$ cat src/rtl/gcp_pkg.sv
// ----------------------------------------------------------------------------
// gcp_pkg - shared definitions for the generator command parser
// Field widths, register indexes, character codes and the classified
// byte token that passes from the front end to the back end.
// ----------------------------------------------------------------------------
package gcp_pkg;

	localparam int BYTE_W      = 8;
	localparam int UVAL_W      = 20;
	localparam int SVAL_W      = 21;
	localparam int CFG_IDX_W   = 3;
	localparam int CFG_DATA_W  = 21;
	localparam int QUEUE_DEPTH = 2;

	// Configuration register indexes
	localparam logic [CFG_IDX_W-1:0] CFG_FREQ_MIN = 3'd0;
	localparam logic [CFG_IDX_W-1:0] CFG_FREQ_MAX = 3'd1;
	localparam logic [CFG_IDX_W-1:0] CFG_AMP_MIN  = 3'd2;
	localparam logic [CFG_IDX_W-1:0] CFG_AMP_MAX  = 3'd3;
	localparam logic [CFG_IDX_W-1:0] CFG_OFF_MIN  = 3'd4;
	localparam logic [CFG_IDX_W-1:0] CFG_OFF_MAX  = 3'd5;

	// Register reset values
	localparam logic [UVAL_W-1:0] FREQ_MIN_RST = 20'd20;
	localparam logic [UVAL_W-1:0] FREQ_MAX_RST = 20'd2000;
	localparam logic [UVAL_W-1:0] AMP_MIN_RST  = 20'd0;
	localparam logic [UVAL_W-1:0] AMP_MAX_RST  = 20'd10000;
	localparam logic [SVAL_W-1:0] OFF_MIN_RST  = 21'h1FEC78; // -5000
	localparam logic [SVAL_W-1:0] OFF_MAX_RST  = 21'd5000;

	// Character codes
	localparam logic [BYTE_W-1:0] CH_SINE     = 8'h53; // 'S'
	localparam logic [BYTE_W-1:0] CH_TRIANGLE = 8'h54; // 'T'
	localparam logic [BYTE_W-1:0] CH_SAWTOOTH = 8'h44; // 'D'
	localparam logic [BYTE_W-1:0] CH_SQUARE   = 8'h43; // 'C'
	localparam logic [BYTE_W-1:0] CH_ONE      = 8'h31; // '1'
	localparam logic [BYTE_W-1:0] CH_ZERO     = 8'h30; // '0'
	localparam logic [BYTE_W-1:0] CH_NINE     = 8'h39; // '9'
	localparam logic [BYTE_W-1:0] CH_PLUS     = 8'h2B; // '+'
	localparam logic [BYTE_W-1:0] CH_MINUS    = 8'h2D; // '-'
	localparam logic [BYTE_W-1:0] FIELD_CHAR_MAX = 8'h39;

	typedef enum logic [1:0] {
		SHAPE_SINE     = 2'd0,
		SHAPE_TRIANGLE = 2'd1,
		SHAPE_SAWTOOTH = 2'd2,
		SHAPE_SQUARE   = 2'd3
	} shape_t;

	// One received byte after classification
	typedef struct packed {
		logic       start;
		logic       digit_ok;
		logic [3:0] digit;
		logic       sign_ok;
		logic       minus;
		logic       above_max;
		logic       shape_ok;
		shape_t     shape;
		logic       save_one;
	} token_t;

endpackage

$ cat src/rtl/gcp_if.sv
// ----------------------------------------------------------------------------
// gcp_if - channel interfaces of the generator command parser
// Command byte channel, result channel and configuration write channel,
// each with valid/ready handshake.
// ----------------------------------------------------------------------------
interface gcp_cmd_if import gcp_pkg::*; ();
	logic              valid;
	logic              ready;
	logic [BYTE_W-1:0] rx_byte;
	logic              msg_start;

	modport source (output valid, rx_byte, msg_start, input ready);
	modport sink   (input valid, rx_byte, msg_start, output ready);
endinterface

interface gcp_res_if import gcp_pkg::*; ();
	logic              valid;
	logic              ready;
	logic              msg_ok;
	logic [1:0]        wave_shape;
	logic [UVAL_W-1:0] frequency;
	logic [UVAL_W-1:0] amplitude;
	logic [SVAL_W-1:0] offset;
	logic              save_request;

	modport source (output valid, msg_ok, wave_shape, frequency, amplitude, offset,
		save_request, input ready);
	modport sink   (input valid, msg_ok, wave_shape, frequency, amplitude, offset,
		save_request, output ready);
endinterface

interface gcp_cfg_if import gcp_pkg::*; ();
	logic                  valid;
	logic                  ready;
	logic [CFG_IDX_W-1:0]  index;
	logic [CFG_DATA_W-1:0] data;

	modport source (output valid, index, data, input ready);
	modport sink   (input valid, index, data, output ready);
endinterface

$ cat src/rtl/gcp_front.sv
// ----------------------------------------------------------------------------
// gcp_front - byte classifier
// Accepts command bytes while the queue has room and turns each one into
// a token that flags digits, signs, shape letters and field terminators.
// ----------------------------------------------------------------------------
module gcp_front import gcp_pkg::*; (
	gcp_cmd_if.sink cmd,
	input  logic    queue_full,
	output logic    push,
	output token_t  push_token
);

	logic [BYTE_W-1:0] b;

	assign b          = cmd.rx_byte;
	assign cmd.ready  = !queue_full;
	assign push       = cmd.valid && !queue_full;

	always_comb begin
		push_token.start     = cmd.msg_start;
		push_token.digit_ok  = (b >= CH_ZERO) && (b <= CH_NINE);
		push_token.digit     = b[3:0];
		push_token.sign_ok   = (b == CH_PLUS) || (b == CH_MINUS);
		push_token.minus     = (b == CH_MINUS);
		push_token.above_max = (b > FIELD_CHAR_MAX);
		push_token.save_one  = (b == CH_ONE);
		push_token.shape_ok  = 1'b1;
		case (b)
			CH_SINE:     push_token.shape = SHAPE_SINE;
			CH_TRIANGLE: push_token.shape = SHAPE_TRIANGLE;
			CH_SAWTOOTH: push_token.shape = SHAPE_SAWTOOTH;
			CH_SQUARE:   push_token.shape = SHAPE_SQUARE;
			default: begin
				push_token.shape    = SHAPE_SINE;
				push_token.shape_ok = 1'b0;
			end
		endcase
	end

endmodule

$ cat src/rtl/gcp_queue.sv
// ----------------------------------------------------------------------------
// gcp_queue - token queue
// Small register queue between the classifier and the parser so that
// either side can stall without holding up the other.
// ----------------------------------------------------------------------------
module gcp_queue import gcp_pkg::*; (
	input  logic   clk,
	input  logic   arst_n,
	input  logic   push,
	input  token_t push_token,
	output logic   full,
	input  logic   pop,
	output logic   head_valid,
	output token_t head_token
);

	localparam int PTR_W = $clog2(QUEUE_DEPTH);
	localparam int CNT_W = $clog2(QUEUE_DEPTH + 1);

	token_t             mem_q [QUEUE_DEPTH];
	logic [PTR_W-1:0]   wr_ptr_q;
	logic [PTR_W-1:0]   rd_ptr_q;
	logic [CNT_W-1:0]   count_q;

	assign full       = (count_q == CNT_W'(QUEUE_DEPTH));
	assign head_valid = (count_q != '0);
	assign head_token = mem_q[rd_ptr_q];

	always_ff @(posedge clk or negedge arst_n) begin
		if (!arst_n) begin
			wr_ptr_q <= '0;
			rd_ptr_q <= '0;
			count_q  <= '0;
		end else begin
			if (push)
				wr_ptr_q <= wr_ptr_q + PTR_W'(1);
			if (pop)
				rd_ptr_q <= rd_ptr_q + PTR_W'(1);
			if (push && !pop)
				count_q <= count_q + CNT_W'(1);
			else if (pop && !push)
				count_q <= count_q - CNT_W'(1);
		end
	end

	always_ff @(posedge clk) begin
		if (push)
			mem_q[wr_ptr_q] <= push_token;
	end

endmodule

$ cat src/rtl/gcp_back.sv
// ----------------------------------------------------------------------------
// gcp_back - message parser and parameter store
// Walks the message state for each token, accumulates decimal fields,
// clamps them into the stored parameters through a store stage and presents one
// result per message through an output register.
// ----------------------------------------------------------------------------
module gcp_back import gcp_pkg::*; #(
	parameter int FIELD_BYTES = 6
) (
	input  logic      clk,
	input  logic      arst_n,
	gcp_cfg_if.sink   cfg,
	input  logic      head_valid,
	input  token_t    head_token,
	output logic      pop,
	gcp_res_if.source res
);

	localparam int LEN_W = $clog2(FIELD_BYTES + 1);
	localparam int POS_W = 3;
	localparam int ACC_W = UVAL_W + 4;
	localparam int CMP_W = SVAL_W + 1;
	localparam logic [POS_W-1:0] POS_SHAPE     = 3'd3;
	localparam logic [POS_W-1:0] POS_HEAD_LAST = 3'd5;
	localparam logic [POS_W-1:0] POS_SKIP_ONE  = 3'd1;
	localparam logic [POS_W-1:0] POS_SKIP_TWO  = 3'd2;

	typedef enum logic [5:0] {
		PH_IDLE = 6'b000001,
		PH_HEAD = 6'b000010,
		PH_FREQ = 6'b000100,
		PH_AMP  = 6'b001000,
		PH_OFF  = 6'b010000,
		PH_SAVE = 6'b100000
	} phase_t;

	typedef enum logic [2:0] {
		TGT_FREQ = 3'b001,
		TGT_AMP  = 3'b010,
		TGT_OFF  = 3'b100
	} target_t;

	// Configuration registers
	logic [UVAL_W-1:0] freq_min_q, freq_max_q, amp_min_q, amp_max_q;
	logic [SVAL_W-1:0] off_min_q, off_max_q;

	// Parser state
	phase_t            phase_q, ph, phase_d;
	logic [POS_W-1:0]  pos_q, pos, pos_d;
	logic [LEN_W-1:0]  len_q, len, len_d;
	logic              ended_q, ended, ended_d;
	logic              neg_q, neg, neg_d;
	logic [UVAL_W-1:0] acc_q, acc, acc_d;
	shape_t            shape_q, shape_d;
	logic [ACC_W-1:0]  acc_x10;

	logic              emit, emit_ok, emit_save, store;
	target_t           tgt;

	// Store stage
	logic              st_valid_s1;
	target_t           st_tgt_s1;
	logic              st_neg_s1;
	logic [UVAL_W-1:0] st_acc_s1;

	logic signed [CMP_W-1:0] st_mag, st_val, st_lo, st_hi, st_clamped;

	// Stored parameters
	logic [UVAL_W-1:0] freq_q, amp_q, freq_now, amp_now;
	logic [SVAL_W-1:0] off_q, off_now;

	// Output register
	logic              res_valid_q, res_ok_q, res_save_q, out_free;
	shape_t            res_shape_q;
	logic [UVAL_W-1:0] res_freq_q, res_amp_q;
	logic [SVAL_W-1:0] res_off_q;

	assign cfg.ready = 1'b1;

	always_ff @(posedge clk or negedge arst_n) begin
		if (!arst_n) begin
			freq_min_q <= FREQ_MIN_RST;
			freq_max_q <= FREQ_MAX_RST;
			amp_min_q  <= AMP_MIN_RST;
			amp_max_q  <= AMP_MAX_RST;
			off_min_q  <= OFF_MIN_RST;
			off_max_q  <= OFF_MAX_RST;
		end else if (cfg.valid) begin
			case (cfg.index)
				CFG_FREQ_MIN: freq_min_q <= cfg.data[UVAL_W-1:0];
				CFG_FREQ_MAX: freq_max_q <= cfg.data[UVAL_W-1:0];
				CFG_AMP_MIN:  amp_min_q  <= cfg.data[UVAL_W-1:0];
				CFG_AMP_MAX:  amp_max_q  <= cfg.data[UVAL_W-1:0];
				CFG_OFF_MIN:  off_min_q  <= cfg.data[SVAL_W-1:0];
				CFG_OFF_MAX:  off_max_q  <= cfg.data[SVAL_W-1:0];
				default: ;
			endcase
		end
	end

	always_comb begin
		// A start flag abandons whatever message was in progress.
		ph    = phase_q;
		pos   = pos_q;
		len   = len_q;
		ended = ended_q;
		neg   = neg_q;
		acc   = acc_q;
		if (head_token.start) begin
			ph    = PH_HEAD;
			pos   = '0;
			len   = '0;
			ended = 1'b0;
			neg   = 1'b0;
			acc   = '0;
		end

		acc_x10 = {1'b0, acc, 3'b000} + {3'b000, acc, 1'b0} + {20'd0, head_token.digit};

		phase_d   = ph;
		pos_d     = pos;
		len_d     = len;
		ended_d   = ended;
		neg_d     = neg;
		acc_d     = acc;
		shape_d   = shape_q;
		emit      = 1'b0;
		emit_ok   = 1'b0;
		emit_save = 1'b0;
		store     = 1'b0;
		tgt       = TGT_FREQ;

		case (ph)
			PH_HEAD: begin
				if (pos == POS_SHAPE && !head_token.shape_ok) begin
					emit = 1'b1;
				end else begin
					if (pos == POS_SHAPE)
						shape_d = head_token.shape;
					if (pos >= POS_HEAD_LAST) begin
						phase_d = PH_FREQ;
						pos_d   = '0;
					end else begin
						pos_d = pos + POS_W'(1);
					end
				end
			end
			PH_FREQ, PH_AMP, PH_OFF: begin
				tgt = (ph == PH_FREQ) ? TGT_FREQ : ((ph == PH_AMP) ? TGT_AMP : TGT_OFF);
				if (pos != '0) begin
					// Counting down the bytes that follow a field.
					pos_d = pos - POS_W'(1);
					if (pos == POS_SKIP_ONE) begin
						phase_d = (ph == PH_FREQ) ? PH_AMP : ((ph == PH_AMP) ? PH_OFF : PH_SAVE);
						len_d   = '0;
						ended_d = 1'b0;
						neg_d   = 1'b0;
						acc_d   = '0;
					end
				end else if (head_token.above_max && !(ph == PH_OFF && len == '0)) begin
					// The terminator itself is the first of the two skipped bytes.
					if (len == '0) begin
						emit = 1'b1;
					end else begin
						store = 1'b1;
						pos_d = POS_SKIP_ONE;
					end
				end else begin
					if (len == '0 && head_token.sign_ok) begin
						neg_d = head_token.minus;
					end else if (!ended && head_token.digit_ok) begin
						acc_d = (acc_x10[ACC_W-1:UVAL_W] != '0) ? {UVAL_W{1'b1}}
							: acc_x10[UVAL_W-1:0];
					end else begin
						ended_d = 1'b1;
					end
					len_d = len + LEN_W'(1);
					if (len_d >= LEN_W'(FIELD_BYTES)) begin
						store = 1'b1;
						pos_d = POS_SKIP_TWO;
					end
				end
			end
			PH_SAVE: begin
				emit      = 1'b1;
				emit_ok   = 1'b1;
				emit_save = head_token.save_one;
			end
			default: phase_d = PH_IDLE;
		endcase

		if (emit) begin
			phase_d = PH_IDLE;
			pos_d   = '0;
			len_d   = '0;
			ended_d = 1'b0;
			neg_d   = 1'b0;
			acc_d   = '0;
		end
	end

	// A token that produces a result waits for the output register.
	assign out_free = !res_valid_q || res.ready;
	assign pop      = head_valid && (!emit || out_free);

	always_ff @(posedge clk or negedge arst_n) begin
		if (!arst_n) begin
			phase_q     <= PH_IDLE;
			pos_q       <= '0;
			len_q       <= '0;
			ended_q     <= 1'b0;
			neg_q       <= 1'b0;
			acc_q       <= '0;
			shape_q     <= SHAPE_SINE;
			st_valid_s1 <= 1'b0;
		end else begin
			st_valid_s1 <= pop && store;
			if (pop) begin
				phase_q <= phase_d;
				pos_q   <= pos_d;
				len_q   <= len_d;
				ended_q <= ended_d;
				neg_q   <= neg_d;
				acc_q   <= acc_d;
				shape_q <= shape_d;
			end
		end
	end

	always_ff @(posedge clk) begin
		if (pop && store) begin
			st_tgt_s1 <= tgt;
			st_neg_s1 <= neg_d;
			st_acc_s1 <= acc_d;
		end
	end

	// Clamp the completed field against its limits.
	always_comb begin
		st_mag = $signed({2'b00, st_acc_s1});
		st_val = st_neg_s1 ? (CMP_W'(0) - st_mag) : st_mag;
		case (st_tgt_s1)
			TGT_FREQ: begin
				st_lo = $signed({2'b00, freq_min_q});
				st_hi = $signed({2'b00, freq_max_q});
			end
			TGT_AMP: begin
				st_lo = $signed({2'b00, amp_min_q});
				st_hi = $signed({2'b00, amp_max_q});
			end
			default: begin
				st_lo = $signed({off_min_q[SVAL_W-1], off_min_q});
				st_hi = $signed({off_max_q[SVAL_W-1], off_max_q});
			end
		endcase
		if (st_val > st_hi)
			st_clamped = st_hi;
		else if (st_val < st_lo)
			st_clamped = st_lo;
		else
			st_clamped = st_val;
	end

	// The result sees a field committed in the same cycle.
	assign freq_now = (st_valid_s1 && st_tgt_s1 == TGT_FREQ) ? st_clamped[UVAL_W-1:0] : freq_q;
	assign amp_now  = (st_valid_s1 && st_tgt_s1 == TGT_AMP)  ? st_clamped[UVAL_W-1:0] : amp_q;
	assign off_now  = (st_valid_s1 && st_tgt_s1 == TGT_OFF)  ? st_clamped[SVAL_W-1:0] : off_q;

	always_ff @(posedge clk or negedge arst_n) begin
		if (!arst_n) begin
			freq_q      <= '0;
			amp_q       <= '0;
			off_q       <= '0;
			res_valid_q <= 1'b0;
		end else begin
			freq_q <= freq_now;
			amp_q  <= amp_now;
			off_q  <= off_now;
			if (pop && emit)
				res_valid_q <= 1'b1;
			else if (res.ready)
				res_valid_q <= 1'b0;
		end
	end

	always_ff @(posedge clk) begin
		if (pop && emit) begin
			res_ok_q    <= emit_ok;
			res_shape_q <= shape_q;
			res_freq_q  <= freq_now;
			res_amp_q   <= amp_now;
			res_off_q   <= off_now;
			res_save_q  <= emit_save;
		end
	end

	assign res.valid        = res_valid_q;
	assign res.msg_ok       = res_ok_q;
	assign res.wave_shape   = res_shape_q;
	assign res.frequency    = res_freq_q;
	assign res.amplitude    = res_amp_q;
	assign res.offset       = res_off_q;
	assign res.save_request = res_save_q;

endmodule

$ cat src/rtl/generator_command_parser.sv
// ----------------------------------------------------------------------------
// generator_command_parser - signal generator command message parser
// Parses shape, frequency, amplitude, offset and save flag from a byte
// stream and reports one result per message.
// ----------------------------------------------------------------------------
// The block takes one command byte per clock cycle for as long as results are
// taken. A byte is classified on entry and queued in a two-entry token queue;
// the parser pops one token per cycle unless a token waits, and the result of a
// message is loaded into the output register as its last byte leaves the queue.
// Only a byte that ends a message waits while an earlier result sits untaken in
// the output register, and the queue then absorbs one more byte before the
// command channel stalls. A completed field is captured in the store stage as
// its last byte leaves the queue, then clamped and committed to the parameters.
// Configuration writes are accepted every cycle and should only be made while
// no message is in progress.
module generator_command_parser import gcp_pkg::*; #(
	parameter int FIELD_BYTES = 6
) (
	input  logic      clk,
	input  logic      arst_n,
	gcp_cmd_if.sink   cmd,
	gcp_res_if.source res,
	gcp_cfg_if.sink   cfg
);

	logic   push, queue_full, pop, head_valid;
	token_t push_token, head_token;

	gcp_front u_front (
		.cmd        (cmd),
		.queue_full (queue_full),
		.push       (push),
		.push_token (push_token)
	);

	gcp_queue u_queue (
		.clk        (clk),
		.arst_n     (arst_n),
		.push       (push),
		.push_token (push_token),
		.full       (queue_full),
		.pop        (pop),
		.head_valid (head_valid),
		.head_token (head_token)
	);

	gcp_back #(
		.FIELD_BYTES (FIELD_BYTES)
	) u_back (
		.clk        (clk),
		.arst_n     (arst_n),
		.cfg        (cfg),
		.head_valid (head_valid),
		.head_token (head_token),
		.pop        (pop),
		.res        (res)
	);

endmodule

$ cat src/flat_wrapper.sv
// flat-port wrapper written by rule: the top's interface ports become plain ports
module generator_command_parser_flat import gcp_pkg::*;
#(
	parameter int FIELD_BYTES = 6
)
  (clk, arst_n, cmd_valid, cmd_rx_byte, cmd_msg_start, cmd_ready, res_valid, res_msg_ok, res_wave_shape, res_frequency, res_amplitude, res_offset, res_save_request, res_ready, cfg_valid, cfg_index, cfg_data, cfg_ready);
  gcp_cmd_if cmd_i ();
  gcp_res_if res_i ();
  gcp_cfg_if cfg_i ();
  input  logic clk;
  input  logic arst_n;
  input wire logic [$bits(cmd_i.valid)-1:0] cmd_valid;
  input wire logic [$bits(cmd_i.rx_byte)-1:0] cmd_rx_byte;
  input wire logic [$bits(cmd_i.msg_start)-1:0] cmd_msg_start;
  output wire logic [$bits(cmd_i.ready)-1:0] cmd_ready;
  output wire logic [$bits(res_i.valid)-1:0] res_valid;
  output wire logic [$bits(res_i.msg_ok)-1:0] res_msg_ok;
  output wire logic [$bits(res_i.wave_shape)-1:0] res_wave_shape;
  output wire logic [$bits(res_i.frequency)-1:0] res_frequency;
  output wire logic [$bits(res_i.amplitude)-1:0] res_amplitude;
  output wire logic [$bits(res_i.offset)-1:0] res_offset;
  output wire logic [$bits(res_i.save_request)-1:0] res_save_request;
  input wire logic [$bits(res_i.ready)-1:0] res_ready;
  input wire logic [$bits(cfg_i.valid)-1:0] cfg_valid;
  input wire logic [$bits(cfg_i.index)-1:0] cfg_index;
  input wire logic [$bits(cfg_i.data)-1:0] cfg_data;
  output wire logic [$bits(cfg_i.ready)-1:0] cfg_ready;
  assign cmd_i.valid = cmd_valid;
  assign cmd_i.rx_byte = cmd_rx_byte;
  assign cmd_i.msg_start = cmd_msg_start;
  assign cmd_ready = cmd_i.ready;
  assign res_valid = res_i.valid;
  assign res_msg_ok = res_i.msg_ok;
  assign res_wave_shape = res_i.wave_shape;
  assign res_frequency = res_i.frequency;
  assign res_amplitude = res_i.amplitude;
  assign res_offset = res_i.offset;
  assign res_save_request = res_i.save_request;
  assign res_i.ready = res_ready;
  assign cfg_i.valid = cfg_valid;
  assign cfg_i.index = cfg_index;
  assign cfg_i.data = cfg_data;
  assign cfg_ready = cfg_i.ready;
  generator_command_parser #(.FIELD_BYTES(FIELD_BYTES)) u_core (.clk(clk), .arst_n(arst_n), .cmd(cmd_i), .res(res_i), .cfg(cfg_i));
endmodule
$ cat config.mk
export PLATFORM = sky130hd
export DESIGN_NAME = generator_command_parser_flat
export DESIGN_NICKNAME = d
export VERILOG_FILES = /design/src/rtl/gcp_pkg.sv /design/src/rtl/gcp_if.sv /design/src/rtl/gcp_front.sv /design/src/rtl/gcp_queue.sv /design/src/rtl/gcp_back.sv /design/src/rtl/generator_command_parser.sv /design/src/flat_wrapper.sv
export SDC_FILE = /design/constraint.sdc
export NUM_CORES = 1
export LEC_CHECK = 0
export BUFFER_PORTS_ARGS = -buffer_cell sky130_fd_sc_hd__buf_2
export CELL_PAD_IN_SITES_DETAIL_PLACEMENT = 1
export CELL_PAD_IN_SITES_GLOBAL_PLACEMENT = 2
export CORE_ASPECT_RATIO = 1.2
export CORE_UTILIZATION = 45
export CTS_CLUSTER_SIZE = 25
export DETAILED_ROUTE_END_ITERATION = 8
export PLACE_DENSITY_LB_ADDON = 0.1
export SETUP_SLACK_MARGIN = 0.4
export SKIP_CTS_REPAIR_TIMING = 1
export SYNTH_ARGS = -nofsm -noshare
export SYNTH_HDL_FRONTEND = slang
export SYNTH_HIERARCHICAL = 1
export SYNTH_SLANG_ARGS = --single-unit
$ cat constraint.sdc
create_clock -name clk -period 9.55 [get_ports clk]
set_input_delay 2.865 -clock clk [delete_from_list [all_inputs] [get_ports clk]]
set_output_delay 2.865 -clock clk [all_outputs]
set_load 0.02 [all_outputs]
* Word-level counts from Yosys, hierarchy flattened *
Memories as Yosys holds them, arrays and structs flattened.
Index checks and enable logic that the tools add are counted.

storage, ports and cells
  register bits = 314
  memory bits (writable) = 26
  output and inout bits = 68
  memories = 1

memory list
  memory                words  bits a word  rd ports  clocked after memory_dff  wr ports  line             source
  u_core.u_queue.mem_q  2      13           1         0                         1         gcp_queue.sv:20  token_t mem_q [QUEUE_DEPTH];

cells by class
  add/sub/neg operators = 10
  $lt $le $gt $ge = 7
  eq/ne operators = 23
  muxes and demuxes = 76
  bitwise logic cells = 2
  reductions and logical operators = 43

operators by type and width
  operator                                                           number
  2-to-1 mux 20 bit                                                  11
  case mux 22 bit (2 select lines)                                   2
  2-to-1 mux 21 bit                                                  3
  2-to-1 mux 6 bit                                                   8
  2-to-1 mux 3 bit                                                   15
  == test 8 x 7 -> 1 bit, second input constant                      4
  2-to-1 mux 1 bit                                                   30
  adder 23 x 21 -> 24 bit                                            1
  adder 24 x 4 -> 24 bit                                             1
  == test 8 x 6 -> 1 bit, second input constant                      3
  greater-than comparator 22 bit                                     1
  less-than comparator 22 bit                                        1
  2-to-1 mux 22 bit                                                  1
  subtractor 1 x 20 -> 21 bit, first input constant                  1
  case mux 6 bit (3 select lines)                                    1
  logical AND 1 bit                                                  15
  == test 3 x 2 -> 1 bit, second input constant                      4
  AND reduction 2 bit                                                6
  == test 3 x 1 -> 1 bit, second input constant                      3
  == test 3 bit, second input constant                               3
  greater-or-equal comparator 8 x 6 -> 1 bit, second input constant  1
  greater-than comparator 8 x 6 -> 1 bit, second input constant      1
  <= comparator 8 x 6 -> 1 bit, second input constant                1
  logical NOT 1 bit                                                  8
  26 further kinds                                                   36

* Logic depth before layout (Yosys ltp) *
An unclocked memory read counts as a cell.

  depth in word-level cells = 15
  mapped depth = 18

* Modules after synthesis *
The synthesis kept the hierarchy.

modules (own cells, without submodules)
  module     instances  cells each  area an instance (um^2)  seq. area each (um^2)
  gcp_back   1          1461        16135.5                  8244.2
  gcp_queue  1          56          1127.3                   880.8
  gcp_front  1          31          226.5                    0.0

* Least setup slack after synthesis *
OpenSTA, ideal clock, no wires.

  path type = input-to-reg
  start = input port res_ready
  end = register u_core.u_back.res_amp_q[0], in the netlist u_core/u_back/res.amplitude[0], enable pin
  setup time = 0.489 ns
  data arrival time = 5.778 ns
  required time = 9.061 ns
  setup slack = 3.283 ns
  cell stages on the path = 3
  path buffers = 0
  path through = nand2b_1 nand2_1 nor2_1

between the ends
  word-level cells in the longest chain between the ends = 4

RTL lines
  element               line                source
  start, declared       flat_wrapper.sv:23  input wire logic [$bits(res_i.ready)-1:0] res_ready;
  logical OR 1 bit      gcp_back.sv:203     assign out_free = !res_valid_q || res.ready;
  logical OR 1 bit      gcp_back.sv:204     assign pop = head_valid && (!emit || out_free);
  logical AND 1 bit     gcp_back.sv:204
  logical AND 1 bit     gcp_back.sv:287     if (pop && emit) begin
  end signal, assigned  gcp_back.sv:291     res_amp_q <= amp_now;
  end, declared         gcp_back.sv:75      logic [UVAL_W-1:0] res_freq_q, res_amp_q;

Every way passes these cells.
A chain may end at the register's enable or synchronous reset.

==> run summary <==
The run gives 13300 as the number of global-route vias before repair. The startpoint identified for the worst hold timing path is u_core/u_back/shape_q[0]. The via count came out at 12300. In the synthesized netlist the dominant register cell turns out to be sky130_fd_sc_hd__dfrtp_1. The placed instances occupy a cell area of 18500 sq um. Initial core utilization: 0.460. For the max-slew headroom at the worst pin, the log shows 0.180.

At the pin with the least slew margin, the transition time is 1.23 ns. The arrival time at the worst endpoint was 6.02 ns. Sequential cell area fraction in the yosys report: 0.522. The placer's final routability congestion estimate was 0.847; the fraction of post-synthesis cell area in the top cell type by area was 0.275.

Final hold analysis gives a worst-case slack of 0.443 ns. The repair_antennas step left the layout with diodes totalling 0. The logs give 2 for the depth of the CTS H-tree and 1677 for the number of nets produced by synthesis.

In this run the critical register-to-register path is captured at u_core/u_back/acc_q[3]. The post-synthesis sequential element count works out to 340. The root buffer cell was sky130_fd_sc_hd__clkbuf_16. For the setup TNS after final layout, the log shows 0 ns.

The number of enable-type register cells in the synthesized netlist was 115; the top fanout value on the critical path was 33. The first global-routing pass estimated 75100 microns of wire. The count of cells in the finished layout, fillers not included, comes to 2137.

Worst voltage drop across the vdd grid: 0.173 mV. Port buffering added 104 buffers. Setup violations remaining at the end of the flow were counted as 0.

The path class of the tightest hold or removal check is reg -> reg. Yosys attributes the largest share of cell area to sky130_fd_sc_hd__dfrtp_1 (27%), sky130_fd_sc_hd__edfxtp_1 (20%), sky130_fd_sc_hd__mux2_2 (8.9%), sky130_fd_sc_hd__ha_1 (6.4%), sky130_fd_sc_hd__dfstp_2 (5.0%). The share of synthesized flip-flops with an asynchronous set or reset came out at 0.662.

The filler cell count was 4085; the clock transition time at the flip-flop clock pins of the worst setup and hold paths was 0.06 ns. Summed over all nets, the switching power comes to 1170 uW. For hold timing, the worst endpoint is u_core/u_back/res.wave_shape[0]. The run finished with clean final reports.

The floorplan step set the die height to 218 microns. The residual overflow from global routing came out at 0. The clock reaches the later pin of the worst-skew pair after 0.53 ns. Traced cell by cell, the critical path runs through mux2_2, nor2b_1, xor2_1, ha_1, inv_1, fa_1, nor2b_1, o2111ai_1, and4b_1, o31ai_1, xnor2_1, o2111ai_2, and2_0, a221o_1. Part of the cycle the worst path needs: 0.588. TritonCTS built the clock tree. The internal reg-to-reg setup slack is 3.93 ns. The clock net in this run drives a total of 340 sinks. Critical path launch point: u_core/u_queue/rd_ptr_q. The maximum clock frequency was 178 MHz; the area added between synthesis and finish was 12.1%. The clock arrives with 0.0239 ns of skew. Counting the buffers created by CTS gives 36. The internal power of the cells totals 2810 uW.

The largest net degree at the start of global routing came out at 102. The cell repeated most along the worst path was sky130_fd_sc_hd__nor2b_1. The finished cells cover 19600 sq um.

The logs give 6 for the number of warnings reported in the yosys synthesis log and 0.00821 uW for the leakage power of the design. Setup repair after global routing left no endpoint under its margin. On the worst path, the slowest cell contributes a delay of 0.68 ns.

Worst reg2reg path startpoint: u_core/u_queue/rd_ptr_q. Fraction of power consumed by combinational cells: 0.208. The post-route minimum period works out to 5.62 ns. The register area was 9130 sq um. The largest individual stage delay along the critical path comes from the cell sky130_fd_sc_hd__dfrtp_1. Critical path launch point type: a register. Worst-case reg-to-reg path depth: 14. The detail route stage leaves a number of antenna-violating nets equal to 0. The net count of the finished layout was 1758; the post-synthesis cell type count was 89.

The tools report the detailed-route DRC error count as 0. The total routing resource utilization after global routing was 0.244; the combined area of all synthesized cells was 17500 sq um. The tools report the number of antenna violations at the first check in global routing as 0. In this run, the number of DRC markers left after iteration 0 of detailed routing was 649. The die is 182 microns wide. Including well taps, the total number of placed cells is 2071. The largest total area in the synthesized netlist belongs to sky130_fd_sc_hd__dfrtp_1.

Ratio of routed vias to standard cells: 5.78. After detailed routing, the average wire length per cell comes to 22.0 microns. The area of the core region is 38100 sq um, and the number of maximum-capacitance violations is 0. The die covers 39700 sq um. The net switching share of the total power was 0.295; the multi-input gate area in the final layout was 7940 sq um. The routed design has 47100 microns of wire. The wire-length estimate of the detail-placed layout is 33600 microns. The number of hold-slack violations in the final timing report is 0. Number of standard-cell rows in the floorplan: 78.

sky130_fd_sc_hd__dfrtp_1 is the most common cell in the netlist. The layout cell share with drive strength beyond 1 is 0.225, and the mean instance size in the synthesized netlist is 11.3 sq um. The design draws 3990 uW. Counting every instance in the synthesized netlist gives 1548.

The worst setup path is captured at a register. 106 I/O pins were placed. For the clock network fraction of design power, the log shows 0.339. Counting along the longest clock path gives a buffer depth of 3. Counting instances in the post-synthesis netlist gives the leading cell types as sky130_fd_sc_hd__dfrtp_1 (192), sky130_fd_sc_hd__nand2_1 (141), sky130_fd_sc_hd__mux2_2 (138), sky130_fd_sc_hd__edfxtp_1 (115), sky130_fd_sc_hd__a21oi_1 (108).

In this run the power density over the cells is 203 nW/um^2. STA puts the critical path data required time at 9.95 ns. The run gives 0.452 as the sequential fraction of design power.

The number of cells on the worst hold path works out to 0. By startpoint and endpoint, the worst setup path is classified as reg -> reg. The first-pass detailed-route iteration total came out at 5. Total count of max-transition violations in the final report: 0.
[kinds of logic (layout without fill, tap and decap cells)]
kind of cell    after synthesis  count (layout)  share of synthesized area
simple gates                408             408                      0.116
compound gates              407             407                      0.154
flops                       340             340                      0.522
mux                         145             145                     0.0929
buf+inv                     114             223                     0.0288
fa+ha+maj                    91              91                     0.0655
xor+xnor                     42              42                     0.0210
other cells                   1               1                   0.000214
[flip-flops by register name (all words and copies together), names as in the netlist, 21 cells and up]
name,cells
u_core/u_queue/mem_q,26
u_core/u_back/off_max_q,21
u_core/u_back/off_min_q,21
u_core/u_back/off_q,21
u_core/u_back/res.offset,21
[cell type report]
class / instances / area share
repair buffers: 123 / 0.0343
inverters: 34 / 0.00651
well taps: 480 / 0.0306
multi-input cells: 1094 / 0.405
clock buffers: 53 / 0.0514
clock inverters: 13 / 0.00638
flip-flops and latches: 340 / 0.466
[critical path, delay by kind of cell (launching register included)]
| kind | cells | cell delay [ns] |
|---|---|---|
| compound gates | 4 | 1.47 |
| xor+xnor | 2 | 0.31 |
| fa+ha+maj | 2 | 0.78 |
| buf+inv | 1 | 0.06 |
| flops | 1 | 0.68 |
| mux | 1 | 0.67 |
| simple gates | 4 | 1.50 |
[metrics by stage]
step,setup WS (ns),util
floorplan,3.28,-
global placement,4.18,0.485
detailed placement,3.99,0.485
CTS,3.95,0.515
global route,3.53,0.515
finish,3.93,0.515
[worst max-delay path by stage]
stage	to	slack [ns]
2_1_floorplan	u_core/u_back/res.amplitude[0]	3.28
3_3_place_gp	u_core/u_back/acc_q[2]	4.18
3_5_place_dp	u_core/u_back/acc_q[3]	3.99
4_1_cts	u_core/u_back/acc_q[3]	3.95
5_1_grt	u_core/u_back/acc_q[18]	3.53
6_report	u_core/u_back/acc_q[3]	3.93
[layer usage]
layer	vias to the layer above	global-route usage	part of all wire	routed length, microns
met5	-	0	0	0
met2	185	0.437	0.51	24100
met4	0	0.116	0.046	2180
li1	5851	-	-	-
met1	6216	0.292	0.42	19600
met3	97	0.0299	0.028	1310
[power by group through the flow]
| stage | combinational (uW) | clock, uW | sequential (uW) |
|---|---|---|---|
| after CTS | 843 | 1390 | 1810 |
| after global routing | 913 | 1440 | 1830 |
| after detailed placement | 837 | 0 | 1830 |
| after floorplan | 568 | 0 | 1800 |
| after global placement | 815 | 0 | 1820 |
| final | 831 | 1350 | 1800 |
[layout by cell type, fill, tap and decap left out, types with 7 or more instances in the layout]
master / instances
sky130_fd_sc_hd__and2_0: 9
sky130_fd_sc_hd__and2_1: 22
sky130_fd_sc_hd__nand4_1: 13
sky130_fd_sc_hd__nand2b_1: 31
sky130_fd_sc_hd__nor2_1: 77
sky130_fd_sc_hd__o21ai_1: 71
sky130_fd_sc_hd__o31a_1: 21
sky130_fd_sc_hd__a221o_1: 9
sky130_fd_sc_hd__a21o_1: 14
sky130_fd_sc_hd__buf_4: 19
sky130_fd_sc_hd__o31ai_1: 10
sky130_fd_sc_hd__clkbuf_1: 15
sky130_fd_sc_hd__clkbuf_16: 38
sky130_fd_sc_hd__ha_1: 90
sky130_fd_sc_hd__inv_1: 32
sky130_fd_sc_hd__nand3_1: 21
sky130_fd_sc_hd__o211ai_1: 9
sky130_fd_sc_hd__a21oi_1: 108
sky130_fd_sc_hd__nand2_1: 141
sky130_fd_sc_hd__xor2_1: 10
sky130_fd_sc_hd__dfrtp_1: 192
sky130_fd_sc_hd__edfxtp_1: 115
sky130_fd_sc_hd__dfstp_2: 33
sky130_fd_sc_hd__o21ai_0: 52
sky130_fd_sc_hd__a22o_1: 39
sky130_fd_sc_hd__a211oi_1: 9
sky130_fd_sc_hd__xnor2_1: 32
sky130_fd_sc_hd__buf_2: 103
sky130_fd_sc_hd__nor2b_1: 25
sky130_fd_sc_hd__mux2_2: 138
sky130_fd_sc_hd__mux2i_1: 7
sky130_fd_sc_hd__nor3_1: 19
sky130_fd_sc_hd__o21a_1: 8
(Power assumes the default switching activity.)
